## src/tehb_pkg.sv

```systemverilog
package tehb_pkg;

	localparam logic [63:0] FNV_PRIME = 64'd1099511628211;
	localparam logic [63:0] FNV_BASIS = 64'd14695981039346656037;
	localparam int unsigned ID_BITS = 28;
	localparam int unsigned BUCKET_BITS = 18;
	localparam int unsigned TAG_LSB = ID_BITS + BUCKET_BITS;
	localparam logic [17:0] STR_TAG = 18'd2;

	// configuration register indexes
	localparam logic [1:0] REG_COLUMN_COUNT = 2'd0;
	localparam logic [1:0] REG_BUCKET_COUNT = 2'd1;
	localparam logic [1:0] REG_RELATION_TAG = 2'd2;
	localparam logic [1:0] REG_START_ID = 2'd3;

	// encoded column handed from front to back
	typedef struct packed {
		logic [63:0] word;
		logic        tuple_end;
	} col_t;

	typedef enum logic [2:0] {
		ST_IDLE,
		ST_FOLD,
		ST_MOD,
		ST_EMIT_COL,
		ST_EMIT_TID
	} back_state_t;

endpackage

```

## src/tehb_front.sv

```systemverilog
module tehb_front #(
	parameter int MAX_COLUMNS = 63
) (
	input  logic                 clk,
	input  logic                 arst_n,
	input  logic                 in_valid,
	output logic                 in_ready,
	input  logic                 is_string,
	input  logic [31:0]          int_value,
	input  logic [27:0]          string_index,
	input  logic [5:0]           column_count,
	output logic                 q_valid,
	input  logic                 q_ready,
	output tehb_pkg::col_t       q_data
);
	import tehb_pkg::*;

	logic [5:0] column_index_q;
	logic [5:0] eff_cols;
	logic [6:0] received;
	logic [63:0] enc;
	col_t slot_q [2];
	logic [1:0] cnt_q;
	logic wr_ptr_q, rd_ptr_q;
	logic push, pop;

	// effective arity, clamped
	always_comb begin
		eff_cols = column_count;
		if (column_count == 6'd0) eff_cols = 6'd1;
		if (column_count > 6'(MAX_COLUMNS)) eff_cols = 6'(MAX_COLUMNS);
	end

	assign received = {1'b0, column_index_q} + 7'd1;

	// column encoding
	always_comb begin
		if (is_string) enc = {STR_TAG, 18'd0, string_index};
		else enc = {36'd0, int_value[27:0]};
	end

	assign in_ready = (cnt_q != 2'd2);
	assign push = in_valid && in_ready;
	assign pop = q_valid && q_ready;
	assign q_valid = (cnt_q != 2'd0);
	assign q_data = slot_q[rd_ptr_q];

	// column counter
	always_ff @(posedge clk or negedge arst_n) begin
		if (!arst_n) begin
			column_index_q <= '0;
		end else if (push) begin
			if (received < {1'b0, eff_cols}) column_index_q <= received[5:0];
			else column_index_q <= '0;
		end
	end

	// two-entry queue
	always_ff @(posedge clk or negedge arst_n) begin
		if (!arst_n) begin
			cnt_q <= '0;
			wr_ptr_q <= 1'b0;
			rd_ptr_q <= 1'b0;
		end else begin
			if (push) wr_ptr_q <= ~wr_ptr_q;
			if (pop) rd_ptr_q <= ~rd_ptr_q;
			cnt_q <= cnt_q + 2'(push) - 2'(pop);
		end
	end

	always_ff @(posedge clk) begin
		if (push) begin
			slot_q[wr_ptr_q].word <= enc;
			slot_q[wr_ptr_q].tuple_end <= !(received < {1'b0, eff_cols});
		end
	end

endmodule

```

## src/tehb_back.sv

```systemverilog
module tehb_back (
	input  logic                 clk,
	input  logic                 arst_n,
	input  logic                 q_valid,
	output logic                 q_ready,
	input  tehb_pkg::col_t       q_data,
	input  logic [17:0]          bucket_count,
	input  logic [17:0]          relation_tag,
	input  logic [27:0]          start_id,
	input  logic                 start_load,
	output logic                 out_valid,
	input  logic                 out_ready,
	output logic [63:0]          out_word,
	output logic                 out_is_tid,
	output logic                 out_last
);
	import tehb_pkg::*;

	back_state_t state_q, state_d;
	logic [63:0] hash_q, word_q, fold;
	logic [17:0] rem_q;
	logic        end_q;
	logic [2:0]  byte_q;
	logic [5:0]  bit_q;
	logic [27:0] counter_q;
	logic [18:0] trial;
	logic [63:0] cur;

	// one xor-multiply step per byte; the prime is 2^40 + 0x1b3, so shift-add
	assign cur = hash_q ^ {56'd0, word_q[8*byte_q +: 8]};
	assign fold = (cur << 40) + (cur << 8) + (cur << 7) + (cur << 5) + (cur << 4)
		+ (cur << 1) + cur;

	// restoring remainder, one bit a cycle
	assign trial = {rem_q, hash_q[bit_q]};

	always_comb begin
		state_d = state_q;
		unique case (state_q)
			ST_IDLE: if (q_valid) state_d = ST_FOLD;
			ST_FOLD: if (byte_q == 3'd7) state_d = end_q ? ST_MOD : ST_EMIT_COL;
			ST_MOD: if (bit_q == 6'd0) state_d = ST_EMIT_COL;
			ST_EMIT_COL: if (out_ready) state_d = end_q ? ST_EMIT_TID : ST_IDLE;
			ST_EMIT_TID: if (out_ready) state_d = ST_IDLE;
			default: state_d = ST_IDLE;
		endcase
	end

	// output decode
	always_comb begin
		q_ready = (state_q == ST_IDLE);
		out_valid = (state_q == ST_EMIT_COL) || (state_q == ST_EMIT_TID);
		out_is_tid = (state_q == ST_EMIT_TID);
		out_last = out_is_tid;
		out_word = out_is_tid
			? {relation_tag, (bucket_count == 18'd0) ? 18'd0 : rem_q, counter_q}
			: word_q;
	end

	always_ff @(posedge clk or negedge arst_n) begin
		if (!arst_n) begin
			state_q <= ST_IDLE;
			hash_q <= FNV_BASIS;
			counter_q <= '0;
			byte_q <= '0;
			bit_q <= '0;
			end_q <= 1'b0;
		end else begin
			state_q <= state_d;
			if (start_load) counter_q <= start_id;
			else if (state_q == ST_EMIT_TID && out_ready) counter_q <= counter_q + 28'd1;
			unique case (state_q)
				ST_IDLE: begin
					byte_q <= '0;
					end_q <= q_data.tuple_end;
				end
				ST_FOLD: begin
					hash_q <= fold;
					byte_q <= byte_q + 3'd1;
					bit_q <= 6'd63;
				end
				ST_MOD: bit_q <= bit_q - 6'd1;
				ST_EMIT_COL: ;
				ST_EMIT_TID: if (out_ready) hash_q <= FNV_BASIS;
				default: ;
			endcase
		end
	end

	// payload
	always_ff @(posedge clk) begin
		if (state_q == ST_IDLE && q_valid) word_q <= q_data.word;
		if (state_q == ST_FOLD) rem_q <= '0;
		if (state_q == ST_MOD) begin
			if (trial >= {1'b0, bucket_count}) rem_q <= 18'(trial - {1'b0, bucket_count});
			else rem_q <= 18'(trial);
		end
	end

endmodule

```

## src/tuple_encode_hash_bucket_id_unit.sv

```systemverilog
// tuple encoder with fnv-1a 64 hash partitioning
// s_axis: one column item; tdata = int_value[31:0], string_index[59:32],
//   zero filled to 64 bits; tuser = is_string
// m_axis: tdata = 64-bit word, tuser = is_tuple_id, tlast = last of tuple
// each column yields its encoded word; the column that completes a tuple
// also yields the tuple id (relation tag, hash mod bucket count, counter)
// cfg: cfg_index selects column_count, bucket_count, relation_tag,
//   start_tuple_id; always ready, write only while idle
// a front stage encodes and counts columns into a two-entry queue; the
// back stage folds a word with one shift-add fnv multiply a byte,
// then one bit of the bucket remainder a cycle at tuple end
// the back takes no new column until the last has left, nor while
// an output stall lasts; results leave through a held output register
// reset: hash at offset basis, column count 2, bucket count 1, tag 256,
// counter 0; a stalled receiver holds the back, the queue fills, then
// s_axis_tready drops
module tuple_encode_hash_bucket_id_unit #(
	parameter int MAX_COLUMNS = 63
) (
	input  logic        clk,
	input  logic        arst_n,
	input  logic        s_axis_tvalid,
	output logic        s_axis_tready,
	input  logic [63:0] s_axis_tdata,  // int_value, string_index, zero pad
	input  logic        s_axis_tuser,  // is_string
	output logic        m_axis_tvalid,
	input  logic        m_axis_tready,
	output logic [63:0] m_axis_tdata,  // word
	output logic        m_axis_tuser,  // is_tuple_id
	output logic        m_axis_tlast,
	input  logic        cfg_valid,
	output logic        cfg_ready,
	input  logic [1:0]  cfg_index,
	input  logic [27:0] cfg_data
);
	import tehb_pkg::*;

	logic [5:0]  column_count_q;
	logic [17:0] bucket_count_q, relation_tag_q;
	logic        cfg_we, start_load;
	logic        q_valid, q_ready;
	col_t        q_data;

	assign cfg_ready = 1'b1;
	assign cfg_we = cfg_valid && cfg_ready;
	assign start_load = cfg_we && (cfg_index == REG_START_ID);

	// configuration registers; the start id loads the counter directly
	always_ff @(posedge clk or negedge arst_n) begin
		if (!arst_n) begin
			column_count_q <= 6'd2;
			bucket_count_q <= 18'd1;
			relation_tag_q <= 18'd256;
		end else if (cfg_we) begin
			unique case (cfg_index)
				REG_COLUMN_COUNT: column_count_q <= cfg_data[5:0];
				REG_BUCKET_COUNT: bucket_count_q <= cfg_data[17:0];
				REG_RELATION_TAG: relation_tag_q <= cfg_data[17:0];
				REG_START_ID: ;
				default: ;
			endcase
		end
	end

	tehb_front #(.MAX_COLUMNS(MAX_COLUMNS)) u_front (
		.clk, .arst_n,
		.in_valid(s_axis_tvalid), .in_ready(s_axis_tready),
		.is_string(s_axis_tuser), .int_value(s_axis_tdata[31:0]),
		.string_index(s_axis_tdata[59:32]), .column_count(column_count_q),
		.q_valid, .q_ready, .q_data
	);

	tehb_back u_back (
		.clk, .arst_n, .q_valid, .q_ready, .q_data,
		.bucket_count(bucket_count_q), .relation_tag(relation_tag_q),
		.start_id(cfg_data), .start_load,
		.out_valid(m_axis_tvalid), .out_ready(m_axis_tready),
		.out_word(m_axis_tdata), .out_is_tid(m_axis_tuser), .out_last(m_axis_tlast)
	);

	// tuple id always ends a tuple
	a_tid_last: assert property (@(posedge clk) disable iff (!arst_n)
		m_axis_tvalid |-> (m_axis_tuser == m_axis_tlast))
		else $error("tuple id and last disagree");

	// a tuple id follows straight after its ending column
	a_tid_after_col: assert property (@(posedge clk) disable iff (!arst_n)
		(m_axis_tvalid && m_axis_tready && !m_axis_tuser && u_back.end_q)
		|=> (m_axis_tvalid && m_axis_tuser))
		else $error("missing tuple id");

	// string words carry the string tag
	a_str_tag: assert property (@(posedge clk) disable iff (!arst_n)
		(m_axis_tvalid && !m_axis_tuser && m_axis_tdata[63:46] != 18'd0)
		|-> (m_axis_tdata[63:46] == STR_TAG))
		else $error("bad column tag");

endmodule
```

## config.mk

```make
export PLATFORM = sky130hd
export DESIGN_NAME = tuple_encode_hash_bucket_id_unit
export DESIGN_NICKNAME = d
export VERILOG_FILES = /design/src/tehb_pkg.sv /design/src/tehb_front.sv /design/src/tehb_back.sv /design/src/tuple_encode_hash_bucket_id_unit.sv
export SDC_FILE = /design/constraint.sdc
export NUM_CORES = 1
export LEC_CHECK = 0
export ABC_AREA = 1
export BUFFER_PORTS_ARGS = -buffer_cell sky130_fd_sc_hd__buf_2
export CAP_MARGIN = 20
export CORE_MARGIN = 2
export CORE_UTILIZATION = 39
export CTS_BUF_LIST = sky130_fd_sc_hd__clkbuf_8
export CTS_CLUSTER_DIAMETER = 100
export DETAILED_ROUTE_END_ITERATION = 7
export PLACE_DENSITY = 0.62
export SYNTH_ARGS = -nofsm -noshare
export SYNTH_HDL_FRONTEND = slang
export SYNTH_SLANG_ARGS = --single-unit
```

## constraint.sdc

```tcl
create_clock -name clk -period 5.75 [get_ports clk]
set_input_delay 1.4375 -clock clk [delete_from_list [all_inputs] [get_ports clk]]
set_output_delay 1.4375 -clock clk [all_outputs]
set_load 0.02 [all_outputs]
```

# == After elaboration in Yosys (flattened, before gate mapping) ==
# Memory sizes are Yosys's and may differ from the RTL's.
# Index checks and enable logic that the tools add are counted.
# word_totals
memories,1
ff_bits,239
ramBits,98
# op_classes
n_eq_ne,14
add_sub_neg,13
muxes,27
n_shift,1
n_bitwise,3
reduce_logical,21
n_lt_le_gt_ge,4
# mem_list
memory,words,width,rd,rd_clocked_by_memory_dff,write_ports,line,rtl
u_front.slot_q,2,49,1,0,1,tehb_front.sv:22,col_t slot_q [2];
# ops
op,n
$add 64x64->64,6
$mux 64,2
$pmux 64 s2,1
$mux 18,4
$shiftx 64x7->8,1
$xor 64x8->64,1
$mux 28,2
$mux 48,1
$add 28x1->28 const B,1
$ge 19x18->1,1
$logic_not 18->1,1
$mux 3,6
$mux 6,3
$sub 18x18->18,1
$pmux 3 s5,1
$logic_not 6->1,2
$pmux 6 s2,1
$reduce_bool 2->1,5
$reduce_and 2->1,4
$add 6x1->7 const B,1
$lt 6x7->1 const B,1
$lt 7x6->1,1
$bmux 1 s6,1
$eq 3x2->1 const B,2
other kinds (20),33

# == Depth between registers and ports, before layout ==
# depth
depth_word,9
ltp_mapped,31
ltp_nobuf,30

# == By module ==
# From an unflattened synthesis, not the netlist that was laid out.
# hier_totals
cells_unflattened,3423
hier_area_um2,27378.8
# modules_own_cells
mod,n_inst,seq_area_each_um2,cells_each,area_per_inst_um2
tehb_back,1,5124.9,2907,22091.2
tehb_front,1,2052.0,324,3527.1
tuple_encode_hash_bucket_id_unit,1,1054.8,192,1760.4

# == Least setup slack after synthesis ==
# OpenSTA, ideal clock, no wires.
# synth_timing
path_type,register to register
start,register u_back.byte_q[1]
end,register u_back.hash_q[62]
path_stages_with_launch,25
period_less_slack_ps,4699
setup_time_ps,72
arrival_ps,4627
setup_slack_ps,1051
cell_sequence,dfrtp_1 -> buf_2 -> inv_4 -> o21ai_0 -> o21ai_1 -> nand2_2 -> xor2_4 -> inv_2 -> fa_1 -> inv_1 -> fa_1 -> fa_1 -> fa_1 -> inv_1 -> ha_1 -> nand2_1 -> nor2_1 -> nand2_1 -> nor3_1 -> and2_1 -> nand2_1 -> nand3_1 -> nand3_1 -> nand2_1 -> inv_1
# synth_via
elab_chain_len,9
# synth_rtl
element,line,rtl
start: declaration,tehb_back.sv:23,logic [2:0] byte_q;
start signal: assignment,tehb_back.sv:79,byte_q <= byte_q + 3'd1;
$shiftx 64x7->8 *,tehb_back.sv:30,"assign cur = hash_q ^ {56'd0, word_q[8*byte_q +: 8]};"
$xor 64x8->64 *,tehb_back.sv:30,
$add 64x64->64 (4 in series),tehb_back.sv:31,assign fold = (cur << 40) + (cur << 8) + (cur << 7) + (cur << 5) + (cur << 4)
$add 64x64->64,tehb_back.sv:32,+ (cur << 1) + cur;
$add 64x64->64 *,tehb_back.sv:32,
$pmux 64 s2 *,tehb_back.sv:72,unique case (state_q)
end signal: assignment,tehb_back.sv:78,hash_q <= fold;
end: declaration,tehb_back.sv:20,"logic [63:0] hash_q, word_q, fold;"
# Mark *: on every way between the ends. The rest lies on a longest branch, timed or not.
# A chain may end at the register's enable or synchronous reset.

# == Worst setup path after layout ==
# Ends and elaborated chain as after synthesis.

==> results.py <==
metrics = {
    "timing": {
        "final_max_slew_viol_count": 0,
        "finalSetupViolations": 0,
        "finalCritPeriodShare": 0.955,
        "relSlewSlack": 0.370,
        "skew_ps": 29.1,
        "tns_ps": 0,
        "min_period_ps": 5490,
        "timing.fmax_ghz": 0.182,
        "worst_pin_slew_ps": 942,
        "rsz0062_at_grt": "false",
        "hold_viol": 0,
        "timing.final.ws_setup_ps": 258,
    },
    "drt": {
        "wl_met1_um": 34600,
        "drt_iter0_markers": 1634,
        "vias_per_cell": 5.01,
        "wl_per_cell_um": 18.2,
        "top_layer": "met5",
        "wirelength_um": 78100,
        "met2_length_um": 36200,
        "drt-pass1-iter-count": 6,
        "drtAntennaViolNets": 0,
        "wl_met3_um": 4580,
        "vias": 21500,
        "drc": 0,
    },
    "yosys": {
        "synth.area.top_cells": "fa_1 19%, nand2_1 13%, edfxtp_1 13%",
        "synthFlopType": "dfrtp_1",
        "synth_top_area_share": 0.189,
        "syn-instance-count": 3205,
        "syn_avg_cell_area_um2": 7.95,
        "yosys_warnings": 0,
        "async_flop_share": 0.595,
        "synth.most_common_cell": "nand2_1",
        "ys_seq_area_frac": 0.282,
        "synth_edf_count": 107,
        "netlist_top_cells_count": "865 x nand2_1, 597 x inv_1, 241 x fa_1",
        "syn-num-nets": 3683,
        "synth_top_cell_by_area": "fa_1",
        "mappedNetlistArea_um2": 25500,
        "synth_cell_types": 57,
        "ys_seq_elements": 264,
    },
    "critical_path": {
        "critical_path_class": "reg2reg",
        "r2r_start": "u_back.byte_q[1]",
        "rr_worst_depth": 22,
        "cp_data_arrival_time_ps": 6080,
        "r2r_setup_slack_ps": 260,
        "cp.required_ps": 6340,
        "crit_path_end_kind": "flop",
        "critPathMaxFanout": 10,
        "regToRegEndpoint": "u_back.hash_q[62]",
        "startpoint_type": "flop",
    },
    "final_layout": {
        "nFillCells": 6528,
        "drive_above_1_share": 0.124,
        "final_nets": 3864,
        "multi_input_area_um2": 15800,
        "seq_area_um2": 7180,
        "syn_to_final_growth_pct": 11.7,
    },
    "clock_network": {
        "cts_root_buf": "clkbuf_8",
        "h-tree-depth": 2,
        "cts_made_buffers": 50,
        "path_clk_slew_ps": 60,
        "ctsLongestPathBuffers": 3,
        "cts.sink_count": 264,
        "hold_buffers": 0,
        "cts_tree": "done",
        "insertion_delay_ps": 660,
    },
    "global_routing": {
        "grt_max_degree": 116,
        "grt_pass1_wl_um": 123000,
        "gr-usage-all-layers": 0.237,
        "overflow": 0,
        "antenna_found_initial": 1,
        "grt_pass1_vias": 21700,
    },
    "floorplanning": {
        "dieArea_um2": 67400,
        "rows": 93,
        "core_area_um2": 64600,
        "dieHeight_um": 260,
        "die_w_um": 260,
        "initial_core_util": 0.395,
        "num_io_pins": 169,
    },
    "min_path": {
        "min_from": "relation_tag_q[11]",
        "hold_class": "reg2reg",
        "whs_endpoint": "relation_tag_q[11]",
        "min_path_cells": 2,
    },
    "run_status": {
        "status": "complete, no violations",
    },
    "placement": {
        "dp_hpwl_um": 62000,
        "portBuffers": 159,
        "dpl_worst_slack_ps": 173,
        "gp_congestion": 1.04,
    },
    "run": {
        "maxCapViolCount": 0,
    },
}
## critical path, cell delays in order, from the launching register on
cell and delay [ps]:
dfrtp_2 500, inv_4 140, o21ai_0 110, o21ai_2 160, nand2_2 110, xnor2_4 330
fa_1 490, inv_1 100, fa_1 470, fa_1 540, fa_1 570, inv_1 70
ha_1 360, nand2_1 160, nor2_1 180, nand2_1 100, nor3_1 370, and2_1 190
nand2_1 140, nand3_1 130, nand3_1 80, nand2_1 90, inv_1 40
## kinds of logic (layout without fill, tap and decap cells)
| family | after synthesis | in the layout | share of synthesized area |
|---|---|---|---|
| and+or+nand+nor | 1349 | 1349 | 0.217 |
| DFF | 264 | 264 | 0.282 |
| xor gates and xnor gates | 73 | 73 | 0.0301 |
| adders and majority gates | 378 | 378 | 0.257 |
| other | 1 | 2 | 0.000147 |
| AOI/OAI and AO/OA | 405 | 405 | 0.0873 |
| muxes | 57 | 57 | 0.0252 |
| buffers and inverters | 678 | 900 | 0.102 |
## stage by stage
stage,hold slack [ps],instances,area [µm²],utilization
after floorplan,453,3205,25500,-
after global placement,468,4184,27300,0.423
after detailed placement,473,4185,27400,0.424
after CTS,488,4278,28400,0.439
after global routing,517,4282,28500,0.441
final,483,4283,28500,0.441
## placed cells by master (no fill, tap or decap), types with 28 or more instances in the layout
cell,netlist,final
edfxtp_1,107,107
o21ai_0,178,178
dfrtp_1,126,125
nand2_1,865,861
xor2_1,44,44
inv_1,597,619
fa_1,241,241
nor3_1,28,28
buf_4,5,35
nor2_1,231,224
a21oi_1,133,131
ha_1,137,137
mux2_2,57,57
dfstp_2,31,31
nand3_1,152,149
clkbuf_8,0,57
buf_2,18,158
## area by class of cell
type | count | area share
antenna | 1 | 0.0000879
inverter | 610 | 0.0806
clock inverter | 36 | 0.00809
multi-input combinational | 2263 | 0.554
sequential | 264 | 0.252
clock buffer | 57 | 0.0276
tap | 855 | 0.0376
timing repair buffer | 197 | 0.0396
## flip-flops by register name, indices dropped and copies added (netlist names), 6 cells and up
signal and cells:
u_back.counter_q 28, column_count_q 6, u_front.column_index_q 6, bucket_count_q 18, u_back.rem_q 18, u_back.word_q 29, u_front.slot_q 60, u_back.hash_q 64
u_back.bit_q 6, relation_tag_q 18
## worst max path at each step
stage          slack, ps                 to             start  depth (start not counted)
6_report             260  u_back.hash_q[62]  u_back.byte_q[1]                         22
4_1_cts              150  u_back.hash_q[55]  u_back.byte_q[1]                         26
3_5_place_dp         170  u_back.hash_q[55]  u_back.byte_q[1]                         26
2_1_floorplan       1050  u_back.hash_q[62]  u_back.byte_q[1]                         24
3_3_place_gp         260  u_back.hash_q[55]  u_back.byte_q[1]                         26
5_1_grt                9  u_back.hash_q[63]  u_back.byte_q[0]                         25
## timing repair
action	in CTS	in global routing
gates resized for setup	0	14
endpoints found under the setup margin	0	34
buffers inserted	0	3
## layer usage
| metal | vias to the layer above | global-route usage |
|---|---|---|
| li1 | 10400 | - |
| met1 | 10200 | 0.324 |
| met2 | 672 | 0.392 |
| met3 | 128 | 0.0275 |
| met4 | 2 | 0.0816 |
| met5 | - | 0 |
Power is not shown: default switching activity piles up to over one toggle a cycle in this logic, so the estimate is an artifact.
